===== src/rtl/core/broadcast_ack_tracker_defines.svh =====
// Assertion macros shared by the broadcast ack tracker RTL.
`ifndef BROADCAST_ACK_TRACKER_DEFINES_SVH
`define BROADCAST_ACK_TRACKER_DEFINES_SVH

// Same-cycle implication, checked outside reset.
`define BAT_ASSERT_IMP(lbl, pre, post, msg) \
  lbl: assert property (@(posedge clk) disable iff (!rst_n) (pre) |-> (post)) \
    else $error(msg);

// Next-cycle implication, checked outside reset.
`define BAT_ASSERT_NXT(lbl, pre, post, msg) \
  lbl: assert property (@(posedge clk) disable iff (!rst_n) (pre) |=> (post)) \
    else $error(msg);

`endif


===== src/rtl/core/bat_pkg.sv =====
// Shared types, codes and constants of the broadcast ack tracker.
package bat_pkg;

  localparam int MAX_NODES_DEF = 16;

  localparam logic [1:0] OP_RX      = 2'd0;
  localparam logic [1:0] OP_TX      = 2'd1;
  localparam logic [1:0] OP_TIMEOUT = 2'd2;
  localparam logic [1:0] OP_JOIN    = 2'd3;

  localparam logic CFG_OWN_ID      = 1'b0;
  localparam logic CFG_RETRY_LIMIT = 1'b1;

  localparam logic [3:0] OWN_ID_RST      = 4'd1;
  localparam logic [3:0] RETRY_LIMIT_RST = 4'd5;

  localparam logic [7:0] CH_ACK  = 8'h41;
  localparam logic [7:0] CH_Q    = 8'h51;
  localparam logic [7:0] CH_C    = 8'h43;
  localparam logic [7:0] CH_B    = 8'h42;
  localparam logic [7:0] CH_ZERO = 8'h30;

  typedef struct packed {
    logic [1:0]  opcode;
    logic [3:0]  node_id;
    logic [55:0] frame_bytes;
    logic        track_ack;
  } bat_item_t;

  typedef struct packed {
    logic [3:0] own_node_id;
    logic [3:0] retry_limit;
  } bat_cfg_t;

  typedef struct packed {
    logic        deliver;
    logic        ack_matched;
    logic        all_acked;
    logic        resend_request;
    logic [15:0] dropped_mask;
    logic [15:0] connected_now;
    logic        acks_pending;
  } bat_result_t;

endpackage


===== src/rtl/core/broadcast_ack_tracker.sv =====
// Top level of the broadcast ack tracker: input stage, tracker, result register.
//
// Accepts one transaction per clock while the output is not stalled and returns one result
// per transaction, in order. A transaction is held in an input register, the tracker updates
// its node masks, stored frame and retry count as the transaction passes on, and the result
// lands in an output register: out_valid rises once the transaction has passed the input
// register and then the output register. Throughput is one transaction per cycle while the
// output is not stalled; a stalled output holds one result while one more transaction waits
// in the input register. Config writes are always taken (cfg_ready is always high)
// and should be issued only while no transaction is in flight.
`include "broadcast_ack_tracker_defines.svh"

module broadcast_ack_tracker import bat_pkg::*; #(
  parameter int MAX_NODES = MAX_NODES_DEF
) (
  input  logic        clk,
  input  logic        rst_n,
  input  logic        in_valid,
  output logic        in_ready,
  input  logic [1:0]  in_opcode,
  input  logic [3:0]  in_node_id,
  input  logic [55:0] in_frame_bytes,
  input  logic        in_track_ack,
  output logic        out_valid,
  input  logic        out_ready,
  output logic        out_deliver,
  output logic        out_ack_matched,
  output logic        out_all_acked,
  output logic        out_resend_request,
  output logic [15:0] out_dropped_mask,
  output logic [15:0] out_connected_now,
  output logic        out_acks_pending,
  input  logic        cfg_valid,
  output logic        cfg_ready,
  input  logic        cfg_index,
  input  logic [3:0]  cfg_wdata
);

  logic        s1_valid_r, s1_valid_nxt;
  bat_item_t   s1_item_r;
  logic        out_valid_r, out_valid_nxt;
  bat_result_t out_res_r;
  bat_result_t step_res;
  bat_cfg_t    cfg;
  logic        advance;
  logic        fire;
  logic        in_take;

  assign advance  = !out_valid_r || out_ready;
  assign fire     = s1_valid_r && advance;
  assign in_ready = !s1_valid_r || advance;
  assign in_take  = in_valid && in_ready;

  bat_cfg_regs u_cfg (
    .clk       (clk),
    .rst_n     (rst_n),
    .cfg_valid (cfg_valid),
    .cfg_ready (cfg_ready),
    .cfg_index (cfg_index),
    .cfg_wdata (cfg_wdata),
    .cfg       (cfg)
  );

  bat_tracker #(
    .MAX_NODES (MAX_NODES)
  ) u_tracker (
    .clk    (clk),
    .rst_n  (rst_n),
    .fire   (fire),
    .item   (s1_item_r),
    .cfg    (cfg),
    .result (step_res)
  );

  always_comb begin
    s1_valid_nxt = s1_valid_r;
    if (in_take) begin
      s1_valid_nxt = 1'b1;
    end else if (fire) begin
      s1_valid_nxt = 1'b0;
    end
    out_valid_nxt = out_valid_r;
    if (fire) begin
      out_valid_nxt = 1'b1;
    end else if (out_ready) begin
      out_valid_nxt = 1'b0;
    end
  end

  always_ff @(posedge clk) begin
    if (!rst_n) begin
      s1_valid_r  <= 1'b0;
      out_valid_r <= 1'b0;
    end else begin
      s1_valid_r  <= s1_valid_nxt;
      out_valid_r <= out_valid_nxt;
    end
  end

  always_ff @(posedge clk) begin
    if (in_take) begin
      s1_item_r.opcode      <= in_opcode;
      s1_item_r.node_id     <= in_node_id;
      s1_item_r.frame_bytes <= in_frame_bytes;
      s1_item_r.track_ack   <= in_track_ack;
    end
    if (fire) begin
      out_res_r <= step_res;
    end
  end

  assign out_valid          = out_valid_r;
  assign out_deliver        = out_res_r.deliver;
  assign out_ack_matched    = out_res_r.ack_matched;
  assign out_all_acked      = out_res_r.all_acked;
  assign out_resend_request = out_res_r.resend_request;
  assign out_dropped_mask   = out_res_r.dropped_mask;
  assign out_connected_now  = out_res_r.connected_now;
  assign out_acks_pending   = out_res_r.acks_pending;

  `BAT_ASSERT_NXT(a_fire_fills_out, fire, out_valid_r, "processed transaction left no result")
  `BAT_ASSERT_NXT(a_stall_holds_s1, s1_valid_r && !advance, s1_valid_r && $stable(s1_item_r), "stalled input stage changed")
  `BAT_ASSERT_IMP(a_no_take_when_full, s1_valid_r && !advance, !in_ready, "input taken while stage full")

endmodule


===== src/rtl/core/bat_cfg_regs.sv =====
// Configuration registers: own node id and retry limit.
module bat_cfg_regs import bat_pkg::*; (
  input  logic       clk,
  input  logic       rst_n,
  input  logic       cfg_valid,
  output logic       cfg_ready,
  input  logic       cfg_index,
  input  logic [3:0] cfg_wdata,
  output bat_cfg_t   cfg
);

  bat_cfg_t cfg_r;
  bat_cfg_t cfg_nxt;

  assign cfg_ready = 1'b1;
  assign cfg       = cfg_r;

  always_comb begin
    cfg_nxt = cfg_r;
    if (cfg_valid) begin
      case (cfg_index)
        CFG_OWN_ID:      cfg_nxt.own_node_id = cfg_wdata;
        CFG_RETRY_LIMIT: cfg_nxt.retry_limit = cfg_wdata;
        default:         cfg_nxt = cfg_r;
      endcase
    end
  end

  always_ff @(posedge clk) begin
    if (!rst_n) begin
      cfg_r.own_node_id <= OWN_ID_RST;
      cfg_r.retry_limit <= RETRY_LIMIT_RST;
    end else begin
      cfg_r <= cfg_nxt;
    end
  end

endmodule


===== src/rtl/core/bat_tracker.sv =====
// Tracker state (node masks, stored frame, retry count) and its per-transaction update.
`include "broadcast_ack_tracker_defines.svh"

module bat_tracker import bat_pkg::*; #(
  parameter int MAX_NODES = MAX_NODES_DEF
) (
  input  logic        clk,
  input  logic        rst_n,
  input  logic        fire,
  input  bat_item_t   item,
  input  bat_cfg_t    cfg,
  output bat_result_t result
);

  localparam int OutW = (MAX_NODES < 16) ? MAX_NODES : 16;

  logic [MAX_NODES-1:0] conn_r, conn_nxt;
  logic [MAX_NODES-1:0] pend_r, pend_nxt;
  logic [47:0]          frame_r, frame_nxt;
  logic [3:0]           retry_r, retry_nxt;

  logic [MAX_NODES-1:0] id_bit;
  logic [MAX_NODES-1:0] dropped;
  logic [7:0]           b0, b1, b2;
  logic [7:0]           own_digit;
  logic [3:0]           retry_inc;

  assign b0        = item.frame_bytes[7:0];
  assign b1        = item.frame_bytes[15:8];
  assign b2        = item.frame_bytes[23:16];
  assign own_digit = CH_ZERO + {4'd0, cfg.own_node_id};
  assign retry_inc = retry_r + 4'd1;

  // ids at or past MAX_NODES map to no bit
  always_comb begin
    for (int i = 0; i < MAX_NODES; i++) begin
      id_bit[i] = (int'(item.node_id) == i);
    end
  end

  always_comb begin
    conn_nxt  = conn_r;
    pend_nxt  = pend_r;
    frame_nxt = frame_r;
    retry_nxt = retry_r;
    dropped   = '0;
    result    = '0;
    case (item.opcode)
      OP_RX: begin
        if (b0 != CH_ACK) begin
          if (b0 == CH_Q || b2 == own_digit || b2 == CH_ZERO) begin
            result.deliver = 1'b1;
            if (b0 == CH_C && b1 == CH_B) begin
              pend_nxt = '0;
            end
          end
        end else begin
          if (item.frame_bytes[55:8] == frame_r && (pend_r & id_bit) != '0) begin
            pend_nxt           = pend_r & ~id_bit;
            result.ack_matched = 1'b1;
          end
          result.all_acked = (pend_r != '0) && (pend_nxt == '0);
        end
      end
      OP_TX: begin
        if (item.track_ack) begin
          pend_nxt  = conn_r;
          frame_nxt = item.frame_bytes[47:0];
          retry_nxt = '0;
        end
      end
      OP_TIMEOUT: begin
        retry_nxt = retry_inc;
        if (retry_inc == cfg.retry_limit) begin
          retry_nxt = '0;
          dropped   = pend_r & conn_r;
          conn_nxt  = conn_r & ~pend_r;
          pend_nxt  = conn_r & ~pend_r;
        end
        result.resend_request = 1'b1;
      end
      OP_JOIN: begin
        conn_nxt = conn_r | id_bit;
      end
      default: begin
        conn_nxt = conn_r;
      end
    endcase
    result.dropped_mask  = 16'(dropped[OutW-1:0]);
    result.connected_now = 16'(conn_nxt[OutW-1:0]);
    result.acks_pending  = (pend_nxt != '0);
  end

  always_ff @(posedge clk) begin
    if (!rst_n) begin
      conn_r  <= '0;
      pend_r  <= '0;
      frame_r <= '0;
      retry_r <= '0;
    end else if (fire) begin
      conn_r  <= conn_nxt;
      pend_r  <= pend_nxt;
      frame_r <= frame_nxt;
      retry_r <= retry_nxt;
    end
  end

  `BAT_ASSERT_IMP(a_pend_in_conn, 1'b1, (pend_r & ~conn_r) == '0, "pending node not connected")
  `BAT_ASSERT_IMP(a_all_needs_match, fire && result.all_acked, result.ack_matched, "all_acked without a matched ack")
  `BAT_ASSERT_IMP(a_drop_on_timeout, fire && result.dropped_mask != '0, result.resend_request, "nodes dropped outside a timeout")
  `BAT_ASSERT_NXT(a_tx_arms, fire && item.opcode == OP_TX && item.track_ack, pend_r == $past(conn_r), "tracked send did not arm pending mask")

endmodule


===== config.mk =====
export PLATFORM = sky130hd
export DESIGN_NAME = broadcast_ack_tracker
export DESIGN_NICKNAME = d
export VERILOG_FILES = /design/src/rtl/core/bat_pkg.sv /design/src/rtl/core/broadcast_ack_tracker.sv /design/src/rtl/core/bat_cfg_regs.sv /design/src/rtl/core/bat_tracker.sv
export VERILOG_INCLUDE_DIRS = /design/src /design/src/rtl/core
export SDC_FILE = /design/constraint.sdc
export NUM_CORES = 1
export LEC_CHECK = 0
export BUFFER_PORTS_ARGS = -buffer_cell sky130_fd_sc_hd__buf_2
export CAP_MARGIN = 30
export CORE_ASPECT_RATIO = 1.2
export CORE_UTILIZATION = 52
export DETAILED_ROUTE_END_ITERATION = 7
export GPL_TIMING_DRIVEN = 1
export PLACE_DENSITY_LB_ADDON = 0.2
export SLEW_MARGIN = 25
export SYNTH_ARGS = -nofsm -noshare
export SYNTH_HDL_FRONTEND = slang
export SYNTH_SLANG_ARGS = --single-unit

===== constraint.sdc =====
create_clock -name clk -period 2.9 [get_ports clk]
set_clock_uncertainty 0.15 [all_clocks]
set_input_delay 0.435 -clock clk [delete_from_list [all_inputs] [get_ports clk]]
set_output_delay 0.435 -clock clk [all_outputs]
set_load 0.02 [all_outputs]

==> impl_metrics.yaml, run 1 <==
status:
  status: "finished, violations left"
  violations: "negative setup slack"
worst_setup_path:
  worstReg2RegEnd: "out_acks_pending"
  criticalPathCategory: "reg -> reg"
  worstSetupEndpointType: "flop"
  r2r-start: "u_tracker.retry_r[1]"
  path_max_fanout: 7
  worstPathRequired_ps: 2950
  arrival_ps: 3050
  r2r_setup_slack_ps: -100
  reg2reg_depth: 10
  worst_setup_path_start_kind: "flop"
clocking:
  clkTransAtPathRegs_ps: 80
  cts_made_buffers: 17
  clk_latency_ps: 440
  cts_tree: "done"
  clkSinkCount: 194
  cts_buffer_depth: 2
  cts-htree-levels: 4
  cts_root_buf: "clkbuf_16"
  cts_hold_buf: 0
routing:
  via_count: 7054
  drt-total-wl_mm: 23.29
  wl_per_cell_um: 18.81
  drt_pre_antenna_iters: 5
  via_per_inst: 5.698
  ant_nets: 0
  first_iter_violations: 422
  drc_errors: 0
sta:
  worstMarginPinSlew_ps: 707.9
  max_freq_mhz: 333.1
  rsz0062_at_grt: "true"
  setup_viol: 1
  slew_headroom: 0.5274
  final-max-slew-violation-count: 0
  period_minus_slack_ps: 3002
  hold_viol_final: 0
  period_share: 1.035
  timing.setup.tns_ps: -102.3
  fin_ws_ps: -102.3
placement:
  portBuffers: 111
  gp_congestion: 1.027
  dp_hpwl_mm: 16.71
  dp_slack_ps: -162.8
synthesis:
  synth.avg_cell_area_sq_um: 9.871
  synthFlopType: "edfxtp_1"
  syn_nets: 934
  synth_edf_count: 100
  netlist.top_cell.by_area: "edfxtp_1"
  yosys_warnings: 0
  synth.distinct_cells: 63
  netlist_top_cells_area: "edfxtp_1 35%, dfxtp_1 22%, nand2_1 7.2%"
  syn_area_sq_um: 8489
  async_flop_share: 0
  synth_top_area_frac: 0.3537
  synth-seq-cells: 194
  ys_seq_area_frac: 0.5754
  syn_inst: 860
global_routing:
  grt_pass1_vias: 6751
  overflow: 0
  grt_max_degree: 64
  grt_antenna_before_repair: 0
  grt_pass1_wl_mm: 35.94
  track_usage: 0.2845
final_layout:
  area.growth.synth_to_final_pct: 22.79
  nets: 1091
  drive_gt1_frac: 0.2534
  num_antenna_cells: 0
floorplanning:
  rows: 50
  coreArea_sq_um: 15770
  start_util: 0.5385
  die_area_sq_um: 16840
  io_pins: 113
  die_y_um: 142.0
  die_w_um: 118.6
min_path:
  min_from: "in_frame_bytes[37]"
  hold_class: "in -> reg"
  min_path_cells: 1
  holdPathEnd: "s1_item_r[38]"
power:
  vdd_drop_max_uv: 406.9
  power_density_nw_per_um2: 559.5
  p_leak_nw: 4.003
  total_power_mw: 5.832
job:
  maxCapViolCount: 0
## Yosys cell counts (all sizes together), types with 6 or more instances
library cell  count
nand2           162
a21oi           111
edfxtp          100
dfxtp            94
clkbuf           48
nor2             42
xor2             34
o21ai            25
xnor2            24
nand3            22
and3             20
inv              20
nor3             17
nor4             15
nand4            13
a31oi             9
and2              8
nor2b             8
a22oi             6
## sequential cells by signal (all words and copies together), names as in the netlist, 4 cells and up
| register | count |
|---|---|
| s1_item_r | 63 |
| u_cfg.cfg | 8 |
| u_tracker.conn_r | 16 |
| out_dropped_mask | 16 |
| out_connected_now | 16 |
| u_tracker.pend_r | 16 |
| u_tracker.frame_r | 48 |
| u_tracker.retry_r | 4 |
## report_power, final
group          switching (mW)  internal [mW]
sequential             0.0697           2.98
clock                    1.12           1.14
combinational           0.310          0.206
## cells by family after synthesis
kind of cell / count (synthesis) / share of synthesized area
AO/OA/AOI/OAI: 192 / 0.1351
XOR/XNOR: 58 / 0.05984
adder cells (fa/ha/maj): 1 / 0.001474
buffers and inverters: 74 / 0.03345
flip-flops: 194 / 0.5754
multiplexers: 5 / 0.005896
other: 1 / 0.0004417
AND/OR/NAND/NOR: 335 / 0.1884
## critical path: stages (launching register included)
cell     delay (ps)
dfxtp_1         330
ha_2            200
xnor2_2         140
xnor2_1         130
or4_4           530
buf_4           190
o21ai_4         190
o22ai_1         130
or4_4           540
nor4_2          160
nand2_1          80
## worst max-delay path by stage
stage | start | end | slack, ps
after detailed placement | s1_item_r[13] | out_acks_pending | -160
after floorplan | u_tracker.retry_r[0] | out_acks_pending | 2
after CTS | u_tracker.retry_r[1] | out_acks_pending | -110
after global placement | s1_item_r[13] | out_acks_pending | -130
final | u_tracker.retry_r[1] | out_acks_pending | -100
after global routing | s1_item_r[6] | out_acks_pending | -240
## cell type report
type / instances / area [sq um]
Clock buffer: 17 / 425.4
Clock inverter: 15 / 138.9
Fill cell: 1330 / 5341
Inverter: 21 / 78.83
Multi-Input combinational cell: 592 / 3453
Sequential cell: 194 / 4886
Tap cell: 208 / 260.3
Timing Repair Buffer: 191 / 1181
## placed cells by master (no fill, tap or decap), drive strengths merged, types with 4 or more instances in the layout
cell type / Yosys / layout
and2: 8 / 8
nand3b: 5 / 5
nor2b: 8 / 8
nor4: 15 / 15
xnor2: 24 / 24
nand3: 22 / 22
nand2: 162 / 162
o22ai: 4 / 4
a211oi: 5 / 5
xor2: 34 / 34
buf: 5 / 191
nor2: 42 / 42
or4: 4 / 4
nor4b: 5 / 5
o21ai: 25 / 25
nor3: 17 / 17
edfxtp: 100 / 100
clkinv: 1 / 4
inv: 20 / 30
nand4: 13 / 13
a31oi: 9 / 9
dfxtp: 94 / 94
a21oi: 111 / 111
a41oi: 4 / 4
a22oi: 6 / 6
and3: 20 / 20
mux2i: 5 / 5
clkbuf: 48 / 17
a221o: 4 / 4
nand2b: 5 / 5
## routing by layer
metal,GRT usage,part of all wire
met4,0.2059,0.062
met3,0.04527,0.049
met1,0.3167,0.39
met5,0,0
met2,0.4965,0.50
## through the flow
step	hold WS (ps)	util	instances	cell area, sq um
floorplan	298.1	-	860	8501
global placement	303.5	0.6167	1203	9723
detailed placement	308.6	0.6167	1203	9723
CTS	1.841	0.6558	1237	10340
global route	2.332	0.6612	1238	10420
finish	10.96	0.6612	1238	10420
## timing repair
item	CTS	global route
setup endpoints to repair	2	31
gates cloned	0	0
gates resized for setup	6	15
pin swaps	1	3
buffers inserted	2	0
Power figures use the tool's default switching activity.
==> run 2, diff against run 1 <==
--- a/config.mk
+++ b/config.mk
@@ -13,6 +13,7 @@
 export DETAILED_ROUTE_END_ITERATION = 7
 export GPL_TIMING_DRIVEN = 1
 export PLACE_DENSITY_LB_ADDON = 0.2
+export SETUP_SLACK_MARGIN = 0.4
 export SLEW_MARGIN = 25
 export SYNTH_ARGS = -nofsm -noshare
 export SYNTH_HDL_FRONTEND = slang
==> run 2 against run 1 <==
  * The flow still finishes with violations (negative setup slack)
  * Sequential power about the same
  * Die area stayed put
  * Non-clock buffer count is 34 higher
  * Core utilization is 5.1 points higher
  * Critical path depth shrank 1
  * Critical path type unchanged
  * Largest power group unchanged
==> impl_metrics.yaml, run 2 (synthesized netlist as in run 1, its figures left out) <==
status:
  status: "finished, violations left"
  violations: "negative setup slack"
worst_setup_path:
  worstPathRequired_ps: 2950
  arrival_ps: 3050
  path_max_fanout: 6
  criticalPathCategory: "reg -> reg"
  worst_setup_path_start_kind: "flop"
  worstSetupEndpointType: "flop"
clocking:
  cts-htree-levels: 4
  cts_root_buf: "clkbuf_16"
  clk_latency_ps: 440
  cts_buffer_depth: 2
  cts_hold_buf: 0
  clkTransAtPathRegs_ps: 70
  clkSinkCount: 194
  cts_tree: "done"
  cts_made_buffers: 17
sta:
  slew_headroom: 0.4717
  period_share: 1.035
  period_minus_slack_ps: 3001
  rsz0062_at_grt: "true"
  hold_viol_final: 0
  setup_viol: 1
  final-max-slew-violation-count: 0
  holdWs_ps: 14.66
  max_freq_mhz: 333.2
  fin_ws_ps: -100.9
  worstMarginPinSlew_ps: 789.6
final_layout:
  fin_area_sq_um: 11230
  largest-register: "s1_item_r"
  area.growth.synth_to_final_pct: 32.26
  n_fill_cell: 1222
  final_common_cell: "nand2_1"
  nets: 1125
  largest_reg_flops: 63
  largestRegisters: "s1_item_r x63, u_tracker.frame_r x48"
  mostFrequentLayoutCells: "156 x nand2_1, 112 x buf_2, 100 x edfxtp_1, 91 x a21oi_1, 90 x buf_4"
  num_antenna_cells: 0
  drive_gt1_frac: 0.3299
global_routing:
  grt_max_degree: 64
  grt_pass1_wl_mm: 37.25
  track_usage: 0.2914
  grt_antenna_before_repair: 0
  overflow: 0
  grt_pass1_vias: 7223
routing:
  first_iter_violations: 527
  via_per_inst: 5.764
  wl_per_cell_um: 18.78
  via_count: 7332
  drc_errors: 0
  drt-total-wl_mm: 23.88
  ant_nets: 0
  drt_pre_antenna_iters: 5
power:
  total_power_mw: 6.116
  power_density_nw_per_um2: 544.7
  p_leak_nw: 4.249
  vdd_drop_max_uv: 371.8
placement:
  dp_hpwl_mm: 16.81
  place_area_sq_um: 9836
  portBuffers: 111
  gp_congestion: 0.9687
floorplanning:
  coreArea_sq_um: 15770
  die_y_um: 142.0
  die_area_sq_um: 16840
  io_pins: 113
  rows: 50
  start_util: 0.5385
  die_w_um: 118.6
min_path:
  hold_class: "in -> reg"
job:
  maxCapViolCount: 0
[run 2: changes by cell type in the layout (fill, tap and decap cells not counted), sizes merged]
cell	change
inv	-4
clkbuf	+5
bufinv	+3
buf	+32
clkinv	-2
[run 2: layer usage]
metal  track usage  routed length [um]  up-vias
li1              -                   -     3444
met1        0.3141                8650     3512
met2        0.5060               12240      268
met3       0.05769                1198      108
met4        0.2232                1796        0
met5             0                   0        -
[run 2: power breakdown]
group | switching (mW) | internal (mW) | total, mW
clock | 1.07 | 1.40 | 2.48
combinational | 0.341 | 0.248 | 0.589
sequential | 0.0679 | 2.98 | 3.05
total | 1.48 | 4.63 | 6.12
[run 2: cell type report]
class	count	area [sq um]	share of cell area
Inverter	21	78.83	0.007020
Sequential cell	194	4896	0.4360
Clock buffer	20	446.7	0.03978
Clock inverter	12	168.9	0.01504
Multi-Input combinational cell	592	3832	0.3413
Timing Repair Buffer	225	1545	0.1376
Tap cell	208	260.3	0.02318
[run 2: path summary, 6_finish.rpt]
| kind | cells past startpoint | endpoint | slack (ps) | startpoint |
|---|---|---|---|---|
| max | 9 | out_acks_pending | -100 | s1_item_r[17] |
| min | 1 | s1_item_r[52] | 10 | in_frame_bytes[51] |
| max reg2reg | 9 | out_acks_pending | -100 | s1_item_r[17] |
| min reg2reg | 2 | u_tracker.frame_r[41] | 320 | u_tracker.frame_r[41] |
[run 2: per-stage QoR]
step           TNS (ps)  setup WS [ps]  utilization  instances
3_5_place_dp     -338.4         -232.0       0.6239       1218
3_3_place_gp     -265.3         -207.0       0.6239       1218
4_1_cts          -79.84         -79.84       0.6878       1266
2_1_floorplan         0          83.47            -        860
5_1_grt          -396.3         -255.3       0.7122       1272
6_report         -100.9         -100.9       0.7122       1272
[run 2: worst max-delay path, stage by stage, from the launching register on]
cell      delay (ps)
edfxtp_1         440
nor4_2           310
a41oi_2           90
or4_4            610
and2_4           210
nand3_1          100
nand3_1          110
or4_4            500
nor4_2           170
nand2_1           80
[run 2: what timing repair did]
item	CTS	global route
buffers inserted	16	3
endpoints found under the setup margin	56	52
pin swaps	28	7
gates resized for setup	64	62
gates cloned	0	3
